File: config.mk
export PLATFORM = sky130hd
export DESIGN_NAME = stable_priority_table_core
export DESIGN_NICKNAME = d
export VERILOG_FILES = /design/src/sv/spt_pkg.sv /design/src/sv/spt_ctrl.sv /design/src/sv/spt_dpath.sv /design/src/sv/stable_priority_table_core.sv
export SDC_FILE = /design/constraint.sdc
export NUM_CORES = 2
export LEC_CHECK = 0
export BUFFER_PORTS_ARGS = -buffer_cell sky130_fd_sc_hd__buf_2
export CAP_MARGIN = 5
export CORE_MARGIN = 2
export CORE_UTILIZATION = 46
export DETAILED_ROUTE_END_ITERATION = 6
export GPL_ROUTABILITY_DRIVEN = 0
export PLACE_DENSITY = 0.65
export SLEW_MARGIN = 20
export SYNTH_ARGS = -nofsm -noshare
export SYNTH_HDL_FRONTEND = slang
export SYNTH_HIERARCHICAL = 1
export SYNTH_SLANG_ARGS = --single-unit
File: constraint.sdc
create_clock -name clk_i -period 11.8 [get_ports clk_i]
set_clock_uncertainty 0.2 [all_clocks]
set_input_delay 0 -clock clk_i [delete_from_list [all_inputs] [get_ports clk_i]]
set_output_delay 0 -clock clk_i [all_outputs]
set_load 0.005 [all_outputs]
File: src/sv/spt_pkg.sv
// spt_pkg: shared types, codes and helpers for the stable priority table.
// Used by spt_ctrl, spt_dpath, stable_priority_table_core and spt_port_chk.
// No dependencies.
package spt_pkg;

  localparam int unsigned CAPACITY_DEF = 16;
  localparam int unsigned DATA_W       = 32;
  localparam int unsigned TOP_W        = 7;

  typedef enum logic [2:0] {
    OP_ADD    = 3'd0,
    OP_BUMP   = 3'd1,
    OP_REMOVE = 3'd2,
    OP_TOP    = 3'd3,
    OP_LIST   = 3'd4
  } op_e;

  typedef enum logic [2:0] {
    ST_IDLE,
    ST_FIND,
    ST_BUMP_WR,
    ST_SHIFT,
    ST_LIST,
    ST_TOP_SCAN,
    ST_TOP_EMIT
  } state_e;

  typedef struct packed {
    logic signed [DATA_W-1:0] prio;
    logic        [DATA_W-1:0] key;
    logic        [DATA_W-1:0] note;
  } entry_t;

  // controller -> datapath
  typedef struct packed {
    logic latch;        // capture request fields
    logic add_wr;       // append entry (dropped when full)
    logic scan_clr;     // restart table scan
    logic top_init;     // clear used flags and round count
    logic rd_go;        // issue next read if any entries remain
    logic rd_pop;       // drop held read data
    logic bump_wr;      // write saturated sum back
    logic shift_wr;     // move held entry one slot down
    logic top_cmp;      // fold held entry into best-so-far
    logic out_load;     // load output register
    logic out_sel_best; // output source: best entry, else read data
    logic mark_used;    // flag best entry as emitted
    logic cnt_dec;      // one entry removed
  } cmd_t;

  // datapath -> controller
  typedef struct packed {
    op_e  in_op;
    op_e  op;
    logic top_none;
    logic hit;
    logic scan_done;
    logic rd_vld;
    logic out_free;
    logic last_round;
  } status_t;

  function automatic logic signed [DATA_W-1:0] sat_add(
    input logic signed [DATA_W-1:0] a,
    input logic signed [DATA_W-1:0] b
  );
    logic [DATA_W:0] s;
    s = {a[DATA_W-1], a} + {b[DATA_W-1], b};
    if (s[DATA_W] != s[DATA_W-1]) begin
      sat_add = s[DATA_W] ? {1'b1, {(DATA_W-1){1'b0}}} : {1'b0, {(DATA_W-1){1'b1}}};
    end else begin
      sat_add = s[DATA_W-1:0];
    end
  endfunction

endpackage

File: src/sv/spt_ctrl.sv
// spt_ctrl: operation sequencer for the stable priority table.
// Depends on spt_pkg; drives spt_dpath through cmd_t, reads status_t.
module spt_ctrl (
  input  logic             clk_i,
  input  logic             rst_ni,
  input  logic             in_valid_i,
  output logic             in_stall_o,
  input  spt_pkg::status_t sts_i,
  output spt_pkg::cmd_t    cmd_o
);

  spt_pkg::state_e state_q, state_d;

  always_ff @(posedge clk_i or negedge rst_ni) begin
    if (!rst_ni) begin
      state_q <= spt_pkg::ST_IDLE;
    end else begin
      state_q <= state_d;
    end
  end

  assign in_stall_o = (state_q != spt_pkg::ST_IDLE);

  // next state
  always_comb begin
    state_d = state_q;
    unique case (state_q)
      spt_pkg::ST_IDLE: begin
        if (in_valid_i) begin
          unique case (sts_i.in_op)
            spt_pkg::OP_BUMP,
            spt_pkg::OP_REMOVE: state_d = spt_pkg::ST_FIND;
            spt_pkg::OP_TOP:    state_d = sts_i.top_none ? spt_pkg::ST_IDLE
                                                         : spt_pkg::ST_TOP_SCAN;
            spt_pkg::OP_LIST:   state_d = spt_pkg::ST_LIST;
            default:            state_d = spt_pkg::ST_IDLE;
          endcase
        end
      end
      spt_pkg::ST_FIND: begin
        if (sts_i.hit) begin
          state_d = (sts_i.op == spt_pkg::OP_BUMP) ? spt_pkg::ST_BUMP_WR : spt_pkg::ST_SHIFT;
        end else if (sts_i.scan_done) begin
          state_d = spt_pkg::ST_IDLE;
        end
      end
      spt_pkg::ST_BUMP_WR: state_d = spt_pkg::ST_IDLE;
      spt_pkg::ST_SHIFT: begin
        if (sts_i.scan_done) state_d = spt_pkg::ST_IDLE;
      end
      spt_pkg::ST_LIST: begin
        if (sts_i.scan_done) state_d = spt_pkg::ST_IDLE;
      end
      spt_pkg::ST_TOP_SCAN: begin
        if (sts_i.scan_done) state_d = spt_pkg::ST_TOP_EMIT;
      end
      spt_pkg::ST_TOP_EMIT: begin
        if (sts_i.out_free) begin
          state_d = sts_i.last_round ? spt_pkg::ST_IDLE : spt_pkg::ST_TOP_SCAN;
        end
      end
      default: state_d = spt_pkg::ST_IDLE;
    endcase
  end

  // commands
  always_comb begin
    cmd_o = '0;
    unique case (state_q)
      spt_pkg::ST_IDLE: begin
        if (in_valid_i) begin
          cmd_o.latch    = 1'b1;
          cmd_o.scan_clr = 1'b1;
          cmd_o.add_wr   = (sts_i.in_op == spt_pkg::OP_ADD);
          cmd_o.top_init = (sts_i.in_op == spt_pkg::OP_TOP);
        end
      end
      spt_pkg::ST_FIND: begin
        // on a hit, keep the matched entry for the bump write; remove drops it
        cmd_o.rd_go  = !sts_i.hit;
        cmd_o.rd_pop = !sts_i.hit || (sts_i.op == spt_pkg::OP_REMOVE);
      end
      spt_pkg::ST_BUMP_WR: begin
        cmd_o.bump_wr = 1'b1;
        cmd_o.rd_pop  = 1'b1;
      end
      spt_pkg::ST_SHIFT: begin
        cmd_o.rd_go    = 1'b1;
        cmd_o.rd_pop   = 1'b1;
        cmd_o.shift_wr = 1'b1;
        cmd_o.cnt_dec  = sts_i.scan_done;
      end
      spt_pkg::ST_LIST: begin
        cmd_o.rd_go    = !sts_i.rd_vld || sts_i.out_free;
        cmd_o.rd_pop   = sts_i.out_free;
        cmd_o.out_load = sts_i.rd_vld && sts_i.out_free;
      end
      spt_pkg::ST_TOP_SCAN: begin
        cmd_o.rd_go   = 1'b1;
        cmd_o.rd_pop  = 1'b1;
        cmd_o.top_cmp = 1'b1;
      end
      spt_pkg::ST_TOP_EMIT: begin
        if (sts_i.out_free) begin
          cmd_o.out_load     = 1'b1;
          cmd_o.out_sel_best = 1'b1;
          cmd_o.mark_used    = 1'b1;
          cmd_o.scan_clr     = !sts_i.last_round;
        end
      end
      default: cmd_o = '0;
    endcase
  end

endmodule

File: src/sv/spt_dpath.sv
// spt_dpath: entry memory, scan pointer, read stage, best-entry tracker and
// output register of the stable priority table. Depends on spt_pkg.
module spt_dpath #(
  parameter int unsigned CAPACITY = spt_pkg::CAPACITY_DEF
) (
  input  logic                              clk_i,
  input  logic                              rst_ni,
  input  spt_pkg::cmd_t                     cmd_i,
  output spt_pkg::status_t                  sts_o,
  input  logic [2:0]                        operation_i,
  input  logic [spt_pkg::DATA_W-1:0]        title_key_i,
  input  logic signed [spt_pkg::DATA_W-1:0] new_priority_i,
  input  logic signed [spt_pkg::DATA_W-1:0] bump_amount_i,
  input  logic [spt_pkg::TOP_W-1:0]         top_count_i,
  input  logic [spt_pkg::DATA_W-1:0]        note_handle_i,
  input  logic                              out_stall_i,
  output logic                              out_valid_o,
  output logic signed [spt_pkg::DATA_W-1:0] entry_priority_out_o,
  output logic [spt_pkg::DATA_W-1:0]        entry_key_out_o,
  output logic [spt_pkg::DATA_W-1:0]        entry_note_out_o,
  output logic                              last_of_run_o
);

  localparam int unsigned IW = $clog2(CAPACITY);
  localparam int unsigned CW = $clog2(CAPACITY + 1);

  spt_pkg::entry_t mem [CAPACITY];

  logic [CW-1:0]               count_q, ptr_q, limit_q, round_q;
  logic                        rd_vld_q;
  logic [IW-1:0]               rd_idx_q, best_idx_q;
  spt_pkg::entry_t             rd_q, best_q, out_q;
  spt_pkg::op_e                op_q;
  logic [spt_pkg::DATA_W-1:0]  key_q;
  logic signed [spt_pkg::DATA_W-1:0] delta_q;
  logic [CAPACITY-1:0]         used_q;
  logic                        best_vld_q, out_vld_q, out_last_q;

  logic                        rd_en, add_ok, wr_en, best_upd, greater;
  logic                        list_last, out_free;
  logic [IW-1:0]               wr_addr;
  spt_pkg::entry_t             wr_data;
  logic [spt_pkg::TOP_W-1:0]   cnt_ext, lim;

  assign rd_en    = cmd_i.rd_go && (ptr_q < count_q);
  assign add_ok   = cmd_i.add_wr && (count_q < CW'(CAPACITY));
  assign out_free = !out_vld_q || !out_stall_i;

  assign greater  = !best_vld_q || ($signed(rd_q.prio) > $signed(best_q.prio));
  assign best_upd = cmd_i.top_cmp && rd_vld_q && !used_q[rd_idx_q] && greater;

  assign list_last = ((CW'(rd_idx_q) + CW'(1)) == count_q);

  assign cnt_ext = spt_pkg::TOP_W'(count_q);
  assign lim     = (top_count_i < cnt_ext) ? top_count_i : cnt_ext;

  // write port: append, bump write-back or gap closing
  always_comb begin
    wr_en   = 1'b0;
    wr_addr = rd_idx_q;
    wr_data = rd_q;
    priority if (add_ok) begin
      wr_en        = 1'b1;
      wr_addr      = count_q[IW-1:0];
      wr_data.prio = new_priority_i;
      wr_data.key  = title_key_i;
      wr_data.note = note_handle_i;
    end else if (cmd_i.bump_wr) begin
      wr_en        = 1'b1;
      wr_data.prio = spt_pkg::sat_add(rd_q.prio, delta_q);
    end else if (cmd_i.shift_wr && rd_vld_q) begin
      wr_en   = 1'b1;
      wr_addr = rd_idx_q - IW'(1);
    end
  end

  always_ff @(posedge clk_i) begin
    if (wr_en) mem[wr_addr] <= wr_data;
    if (rd_en) begin
      rd_q     <= mem[ptr_q[IW-1:0]];
      rd_idx_q <= ptr_q[IW-1:0];
    end
  end

  // request fields, best-entry payload and output register
  always_ff @(posedge clk_i) begin
    if (cmd_i.latch) begin
      op_q    <= spt_pkg::op_e'(operation_i);
      key_q   <= title_key_i;
      delta_q <= bump_amount_i;
      limit_q <= CW'(lim);
    end
    if (best_upd) begin
      best_q     <= rd_q;
      best_idx_q <= rd_idx_q;
    end
    if (cmd_i.out_load) begin
      out_q      <= cmd_i.out_sel_best ? best_q : rd_q;
      out_last_q <= cmd_i.out_sel_best ? sts_o.last_round : list_last;
    end
  end

  always_ff @(posedge clk_i or negedge rst_ni) begin
    if (!rst_ni) begin
      count_q    <= '0;
      ptr_q      <= '0;
      rd_vld_q   <= 1'b0;
      used_q     <= '0;
      round_q    <= '0;
      best_vld_q <= 1'b0;
      out_vld_q  <= 1'b0;
    end else begin
      if (add_ok)            count_q <= count_q + CW'(1);
      else if (cmd_i.cnt_dec) count_q <= count_q - CW'(1);

      if (cmd_i.scan_clr) ptr_q <= '0;
      else if (rd_en)     ptr_q <= ptr_q + CW'(1);

      if (cmd_i.scan_clr)  rd_vld_q <= 1'b0;
      else if (rd_en)      rd_vld_q <= 1'b1;
      else if (cmd_i.rd_pop) rd_vld_q <= 1'b0;

      if (cmd_i.scan_clr) best_vld_q <= 1'b0;
      else if (best_upd)  best_vld_q <= 1'b1;

      if (cmd_i.top_init) begin
        used_q  <= '0;
        round_q <= '0;
      end else if (cmd_i.mark_used) begin
        used_q[best_idx_q] <= 1'b1;
        round_q            <= round_q + CW'(1);
      end

      if (cmd_i.out_load)  out_vld_q <= 1'b1;
      else if (!out_stall_i) out_vld_q <= 1'b0;
    end
  end

  always_comb begin
    sts_o            = '0;
    sts_o.in_op      = spt_pkg::op_e'(operation_i);
    sts_o.op         = op_q;
    sts_o.top_none   = (top_count_i == '0) || (count_q == '0);
    sts_o.hit        = rd_vld_q && (rd_q.key == key_q);
    sts_o.scan_done  = !rd_vld_q && (ptr_q == count_q);
    sts_o.rd_vld     = rd_vld_q;
    sts_o.out_free   = out_free;
    sts_o.last_round = ((round_q + CW'(1)) == limit_q);
  end

  assign out_valid_o          = out_vld_q;
  assign entry_priority_out_o = out_q.prio;
  assign entry_key_out_o      = out_q.key;
  assign entry_note_out_o     = out_q.note;
  assign last_of_run_o        = out_last_q;

endmodule

File: src/sv/stable_priority_table_core.sv
// Stable priority table: up to CAPACITY entries (priority, key, note) kept in
// insertion order. Operations: add, bump by key (saturating), remove by key,
// list all, emit top N by descending priority (earlier entry wins a tie).
// Input channel: in_valid_i / in_stall_o, one request per accepted edge.
// Output channel: out_valid_o / out_stall_i, one entry per result; list and
// top runs mark their final entry with last_of_run_o.
// Sequencing: add and unused codes leave the block idle. Bump and remove
// scan the entry memory at one entry per cycle until the key is found; bump
// then writes the saturated sum back, remove moves the entries behind the gap
// down one per cycle. A key that is not found leaves the table unchanged.
// List streams one entry per cycle while the receiver does not stall. Top
// runs one full table scan per emitted entry.
// The output is a one-deep register, so a new request is taken while the
// last result waits. A stalled receiver holds the result and pauses the
// list or top run without loss. Requests are taken only between operations.
// Reset empties the table at once; no clearing pass is needed.
module stable_priority_table_core #(
  parameter int unsigned CAPACITY = spt_pkg::CAPACITY_DEF
) (
  input  logic                              clk_i,
  input  logic                              rst_ni,
  input  logic                              in_valid_i,
  output logic                              in_stall_o,
  input  logic [2:0]                        operation_i,
  input  logic [spt_pkg::DATA_W-1:0]        title_key_i,
  input  logic signed [spt_pkg::DATA_W-1:0] new_priority_i,
  input  logic signed [spt_pkg::DATA_W-1:0] bump_amount_i,
  input  logic [spt_pkg::TOP_W-1:0]         top_count_i,
  input  logic [spt_pkg::DATA_W-1:0]        note_handle_i,
  output logic                              out_valid_o,
  input  logic                              out_stall_i,
  output logic signed [spt_pkg::DATA_W-1:0] entry_priority_out_o,
  output logic [spt_pkg::DATA_W-1:0]        entry_key_out_o,
  output logic [spt_pkg::DATA_W-1:0]        entry_note_out_o,
  output logic                              last_of_run_o
);

  spt_pkg::cmd_t    cmd;
  spt_pkg::status_t sts;

  spt_ctrl u_ctrl (
    .clk_i      (clk_i),
    .rst_ni     (rst_ni),
    .in_valid_i (in_valid_i),
    .in_stall_o (in_stall_o),
    .sts_i      (sts),
    .cmd_o      (cmd)
  );

  spt_dpath #(
    .CAPACITY (CAPACITY)
  ) u_dpath (
    .clk_i                (clk_i),
    .rst_ni               (rst_ni),
    .cmd_i                (cmd),
    .sts_o                (sts),
    .operation_i          (operation_i),
    .title_key_i          (title_key_i),
    .new_priority_i       (new_priority_i),
    .bump_amount_i        (bump_amount_i),
    .top_count_i          (top_count_i),
    .note_handle_i        (note_handle_i),
    .out_stall_i          (out_stall_i),
    .out_valid_o          (out_valid_o),
    .entry_priority_out_o (entry_priority_out_o),
    .entry_key_out_o      (entry_key_out_o),
    .entry_note_out_o     (entry_note_out_o),
    .last_of_run_o        (last_of_run_o)
  );

endmodule

# Word-level counts from Yosys, hierarchy flattened
# Memories as Yosys holds them, arrays and structs flattened. A register that Yosys moved wholly into a read port is not among the register bits.
# Index checks and enable logic that the tools add are counted.
# op_classes
bitwise_logic	1
reduce_logical	37
order_cmp	7
add_sub_neg	7
n_eq_ne	21
muxes	59
# op_table
cell	n
$mux 32	4
$mux 96	1
$mux 64	1
$mux 5	7
$add 32x32->33	1
$eq 32x32->1	1
$gt 32x32->1	1
$mux 16	2
$mux 3	8
$mux 1	22
$mux 4	4
$or 16x16->16	1
$add 5x1->5 const B	3
$eq 3x2->1 const B	5
$eq 5x5->1	3
$pmux 3 s5	1
$eq 3x3->1 const B	4
$logic_and 1x1->1	10
$lt 4x5->1 const B	2
$eq 3x1->1 const B	3
$pmux 3 s3	1
$reduce_bool 2->1	4
$logic_not 1->1	7
$logic_not 7->1	1
22 further kinds	35
# totals
elab_cells	154
memories	1
ram_bits	1536
in_bits	142
regBits	310
# memory_table
name	depth	word_bits	read_ports	rd_clocked_by_memory_dff	write_ports	line	source
u_dpath.mem	16	96	1	1	1	spt_dpath.sv:27	spt_pkg::entry_t mem [CAPACITY];

# Depth between registers and ports, before layout
# logic_depth
ltp_word	8
ltp_mapped	15

# Hierarchy
# Netlist, hierarchy kept.
# by_module_without_submodules
mod	area_per_inst_um2	instances	seq_area_each_um2	cells_each
spt_dpath	76642.3	1	58055.7	3643
spt_ctrl	429.2	1	75.1	65

# Worst setup path after synthesis
# No wires, ideal clock.
# synth_timing
path_type	reg-to-reg
from	register u_dpath.rd_idx_q[0]
to	register u_dpath.best_idx_q[0] (enable)
t_arrival_ns	6.761
required_time_ns	11.008
setup_time_ns	0.592
synth_period_minus_slack_ns	7.553
path_stages_with_launch	6
path_slack_ns	4.247
cell_sequence	edfxtp_1 -> clkbuf_1 -> mux4_2 -> mux4_2 -> nand3b_1 -> a21oi_1
# synth_via
elab_chain_len	5
# synth_lines
element	line	source
start, declared	spt_dpath.sv:31	logic [IW-1:0] rd_idx_q, best_idx_q;
start signal, assigned	spt_dpath.sv:81	rd_idx_q <= ptr_q[IW-1:0];
$bmux 1 s4	spt_dpath.sv:50	assign best_upd = cmd_i.top_cmp && rd_vld_q && !used_q[rd_idx_q] && greater;
$mux 1 (not written as such)	spt_dpath.sv:50	
$logic_not 1->1	spt_dpath.sv:50	
$logic_and 1x1->1 (2 in a row)	spt_dpath.sv:50	
via u_dpath.best_upd	spt_dpath.sv:39	logic rd_en, add_ok, wr_en, best_upd, greater;
end signal, assigned	spt_dpath.sv:95	best_idx_q <= rd_idx_q;
end, declared	spt_dpath.sv:31	
# The timed path passes the listed nets, and every way through them passes these cells. The select of a mux whose other input is x is not followed.
# A chain may end at the register's enable or synchronous reset.

==> flow_summary.toml <==
[clock_tree]
cts_root_buf = "sky130_fd_sc_hd__clkbuf_16"
cts-buffers-inserted = 195
cts_post_setup_buffers_inserted = 0
numClockSinks = 1942
h_tree_depth = 4
insertion_delay_ns = 0.83
cts-resized-gates = 0
worst_setup_hold_path_clk_slew_ns = 0.06
clock_path_buffers = 3
cts_tree = "done"

[timing]
finalWorstPathRequiredPeriod_ns = 6.67
finalHoldViolations = 0
worst_slew_pin_slew_ns = 1.11
setup_ws_ns = 5.13
final_max_slew_viol_count = 0
rsz_0062_raised_after_global_routing = "false"
peak_clock_frequency_supported_by_timing_ghz = 0.150
fin_tns_setup_ns = 0
setup_violations = 0
min_period_over_period_pct = 56.5
maxSlewHeadroom_pct = 25.3

[place]
place.detailed.instances = 6053
io_buffers = 240
place_ws_ns = 5.06
post_detail_place_hpwl_um = 101000

[layout]
nNetsFinal = 4494
layoutNonFillerInstCount = 6643
multi_input_comb_area_um2 = 18100
area_occupied_by_registers_um2 = 58100
fillers = 12700
post_route_cells_drive_above_1_share_pct = 28.1
finalCoreUtilization_pct = 53.7
area_growth_pct = 16.3

[global_route]
grt_pass1_wl_um = 266000
aggregate_global_route_resource_usage_pct = 21.4
grt-ovfl-total = 0
grt_start_max_net_pins = 141
antenna_found_initial = 6
vias_in_the_first_global_route = 39300

[die]
ioPinCount = 241
chipHeight_um = 413
die_w_um = 413
core.rowCount = 150
design.core.area_um2 = 167000
initial_standard_cell_utilization_of_the_core_pct = 46.2
fp.dieArea_um2 = 171000

[critical_path]
worstSetupEndpointType = "flop"
critical-path-slowest-cell = "sky130_fd_sc_hd__nor2_4"
arrival_ns = 6.91
worst-path-buf-inv = 4
cp_top_family = "buffers and inverters"
crit_fanout = 64
cp_data_required_time_ns = 12.04
worstPathCellList = "or3_4, nor2_1, nand2_1, nor3_1, nor2b_4, buf_4, buf_4, a21o_1, nand2_1, nor2_4, buf_4, buf_4"
kind_of_critical_path = "reg -> reg"
worst_setup_path_start_kind = "flop"
worst_path_largest_cell_delay_ns = 0.84
dominant_cell_type_by_count_on_the_critical_path = "sky130_fd_sc_hd__buf_4"

[drt]
detail_route.wl_per_cell_um = 27.4
antenna_left = 0
number_of_iterations_in_the_first_detailed_routing_pass = 6
vias = 38700
avgViaCountPerCell = 5.83
dr.first_iter.drc_count = 4441
wl_um = 182000
drc = 0

[run]
maxCapViolCount = 0

[synth]
synth_cell_area_um2 = 77100
synthesis_warning_total = 6
ys_ff_latch = 1942
syn-num-nets = 3932
synth_enable_flop_cells = 1905
dominantRegCellSynth = "sky130_fd_sc_hd__edfxtp_1"
yosysUniqueCellTypes = 88
avgSynthCellArea_um2 = 20.8
synth.yosys.seq_area_share_pct = 75.4
post_synth_inst_count = 3708
asyncSetResetFlopFracSynth_pct = 1.91

[power_and_ir_drop]
power.leakage_uw = 0.0293
irDropWorstVdd_mv = 0.187
power_per_cell_area_nw_per_um2 = 247

[run_status]
run_status = "complete, no violations"

[hold_path]
hold_path.class = "in -> reg"
power by group:
part           internal (µW)  leakage (µW)  switching [µW]
Clock                   3450       0.00303            2610
Combinational           2510       0.00850            3600
Sequential              9410        0.0177             561
Total                  15400        0.0293            6770
through the flow:
| stage | hold slack, ns | area [µm²] | power, µW |
|---|---|---|---|
| after detailed placement | -0.0219 | 81100 | 16100 |
| after CTS | 0.0338 | 89600 | 22300 |
| final | 0.0866 | 89600 | 22100 |
| after global routing | 0.114 | 89600 | 23100 |
| after floorplan | -0.496 | 77100 | 14100 |
| after global placement | -0.0261 | 81100 | 16100 |
layer usage:
| metal | track usage, % | up-vias | part of all wire [%] |
|---|---|---|---|
| met5 | 0 | - | 0 |
| met4 | 4.56 | 0 | 1.8 |
| met3 | 3.35 | 255 | 7.0 |
| met2 | 34.5 | 1604 | 49 |
| met1 | 31.1 | 20500 | 43 |
| li1 | - | 16400 | - |
area by class of cell:
class,instances,share of cell area (%)
Sequential cell,1942,64.9
Timing Repair Buffer,544,4.58
Clock inverter,116,1.25
Clock buffer,245,5.75
Multi-Input combinational cell,1531,20.2
Antenna cell,5,0.0140
Tap cell,2204,3.08
Inverter,56,0.237
cell usage in the layout, fill, tap and decap left out, types with 8 or more instances in the layout:
cell	count
sky130_fd_sc_hd__edfxtp_1	1905
sky130_fd_sc_hd__mux4_2	485
sky130_fd_sc_hd__nand2_1	266
sky130_fd_sc_hd__buf_2	240
sky130_fd_sc_hd__dlygate4sd3_1	222
sky130_fd_sc_hd__clkbuf_16	199
sky130_fd_sc_hd__mux2_2	100
sky130_fd_sc_hd__ha_1	80
sky130_fd_sc_hd__buf_4	77
sky130_fd_sc_hd__a21oi_1	75
sky130_fd_sc_hd__o21ai_0	70
sky130_fd_sc_hd__nor2_1	68
sky130_fd_sc_hd__xnor2_1	56
sky130_fd_sc_hd__inv_1	55
sky130_fd_sc_hd__clkinv_1	49
sky130_fd_sc_hd__clkbuf_1	46
sky130_fd_sc_hd__dfrtp_1	33
sky130_fd_sc_hd__a21o_1	31
sky130_fd_sc_hd__clkinv_2	28
sky130_fd_sc_hd__xor2_1	27
sky130_fd_sc_hd__nand4_1	25
sky130_fd_sc_hd__nand3_1	20
sky130_fd_sc_hd__or3_1	20
sky130_fd_sc_hd__nor3_1	18
sky130_fd_sc_hd__bufinv_16	16
sky130_fd_sc_hd__nor2_4	16
sky130_fd_sc_hd__a211oi_1	15
sky130_fd_sc_hd__a21oi_2	13
sky130_fd_sc_hd__nor2b_1	10
sky130_fd_sc_hd__nand2b_1	9
sky130_fd_sc_hd__a31oi_1	9
sky130_fd_sc_hd__clkinvlp_4	8
sky130_fd_sc_hd__and3_1	8
sequential cells by signal (all words and copies together) (netlist names):
name / count
u_dpath/key_q: 32
u_dpath/rd_q: 96
u_dpath/count_q: 5
u_dpath/rd_vld_q: 1
u_dpath/entry_note_out_o: 32
u_dpath/best_q: 96
u_dpath/rd_idx_q: 4
u_dpath/best_idx_q: 4
u_dpath/round_q: 5
u_dpath/used_q: 16
u_ctrl/state_q: 3
u_dpath/limit_q: 5
u_dpath/entry_key_out_o: 32
u_dpath/last_of_run_o: 1
u_dpath/out_valid_o: 1
u_dpath/ptr_q: 5
u_dpath/entry_priority_out_o: 32
u_dpath/delta_q: 32
u_dpath/mem: 1536
u_dpath/op_q: 3
u_dpath/best_vld_q: 1
path summary, 6_finish.rpt:
check / startpoint / to / slack (ns) / cells past startpoint
setup / recovery: u_ctrl/state_q[2] / u_dpath/mem[4][94] / 5.13 / 12
hold / removal: operation_i[0] / u_dpath/count_q[4] / 0.09 / 5
setup reg to reg: u_ctrl/state_q[2] / u_dpath/mem[4][94] / 5.13 / 12
hold reg to reg: u_dpath/rd_q[31] / u_dpath/best_q[31] / 0.29 / 0
max in group asynchronous: rst_ni / u_dpath/ptr_q[0] / 10.60 / 5
min in group asynchronous: rst_ni / u_dpath/round_q[4] / 0.57 / 5
tightest hold or removal path: stages:
cell and delay [ns]:
sky130_fd_sc_hd__dlygate4sd3_1 0.54, sky130_fd_sc_hd__buf_2 0.15, sky130_fd_sc_hd__nor3_1 0.09, sky130_fd_sc_hd__nor2_1 0.11
sky130_fd_sc_hd__a311o_1 0.17
cell usage after synthesis (8+ instances only):
| cell | count | area, µm² |
|---|---|---|
| sky130_fd_sc_hd__mux2_2 | 100 | 1130 |
| sky130_fd_sc_hd__nor2b_1 | 11 | 68.8 |
| sky130_fd_sc_hd__a211oi_1 | 15 | 113 |
| sky130_fd_sc_hd__a31oi_1 | 9 | 56.3 |
| sky130_fd_sc_hd__dfrtp_1 | 37 | 926 |
| sky130_fd_sc_hd__o21ai_0 | 70 | 350 |
| sky130_fd_sc_hd__a21o_1 | 31 | 233 |
| sky130_fd_sc_hd__clkbuf_1 | 108 | 405 |
| sky130_fd_sc_hd__a21oi_1 | 87 | 435 |
| sky130_fd_sc_hd__nor2_1 | 84 | 315 |
| sky130_fd_sc_hd__nand2_1 | 266 | 998 |
| sky130_fd_sc_hd__nand2b_1 | 9 | 56.3 |
| sky130_fd_sc_hd__buf_2 | 22 | 110 |
| sky130_fd_sc_hd__xnor2_1 | 56 | 490 |
| sky130_fd_sc_hd__mux4_2 | 485 | 10900 |
| sky130_fd_sc_hd__or3_1 | 20 | 125 |
| sky130_fd_sc_hd__xor2_1 | 27 | 236 |
| sky130_fd_sc_hd__nor3_1 | 19 | 95.1 |
| sky130_fd_sc_hd__nand4_1 | 25 | 156 |
| sky130_fd_sc_hd__buf_1 | 34 | 128 |
| sky130_fd_sc_hd__inv_1 | 55 | 206 |
| sky130_fd_sc_hd__edfxtp_1 | 1905 | 57200 |
| sky130_fd_sc_hd__ha_1 | 80 | 1000 |
| sky130_fd_sc_hd__and3_1 | 8 | 50.1 |
| sky130_fd_sc_hd__nand3_1 | 20 | 100 |
timing repair:
| action | CTS | global route |
|---|---|---|
| hold buffers | 223 | 0 |
| setup endpoints to repair | 0 | 0 |
| endpoints found under the hold margin | 1763 | 0 |
cell families after synthesis:
group                      share of synthesized area, %
adders and majority gates                          1.35
buffers and inverters                              1.31
and+or+nand+nor                                    2.95
muxes                                              15.7
AOI/OAI and AO/OA                                  2.34
DFF                                                75.4
xor gates and xnor gates                          0.943
No activity file was read; power rests on OpenSTA's default activity.
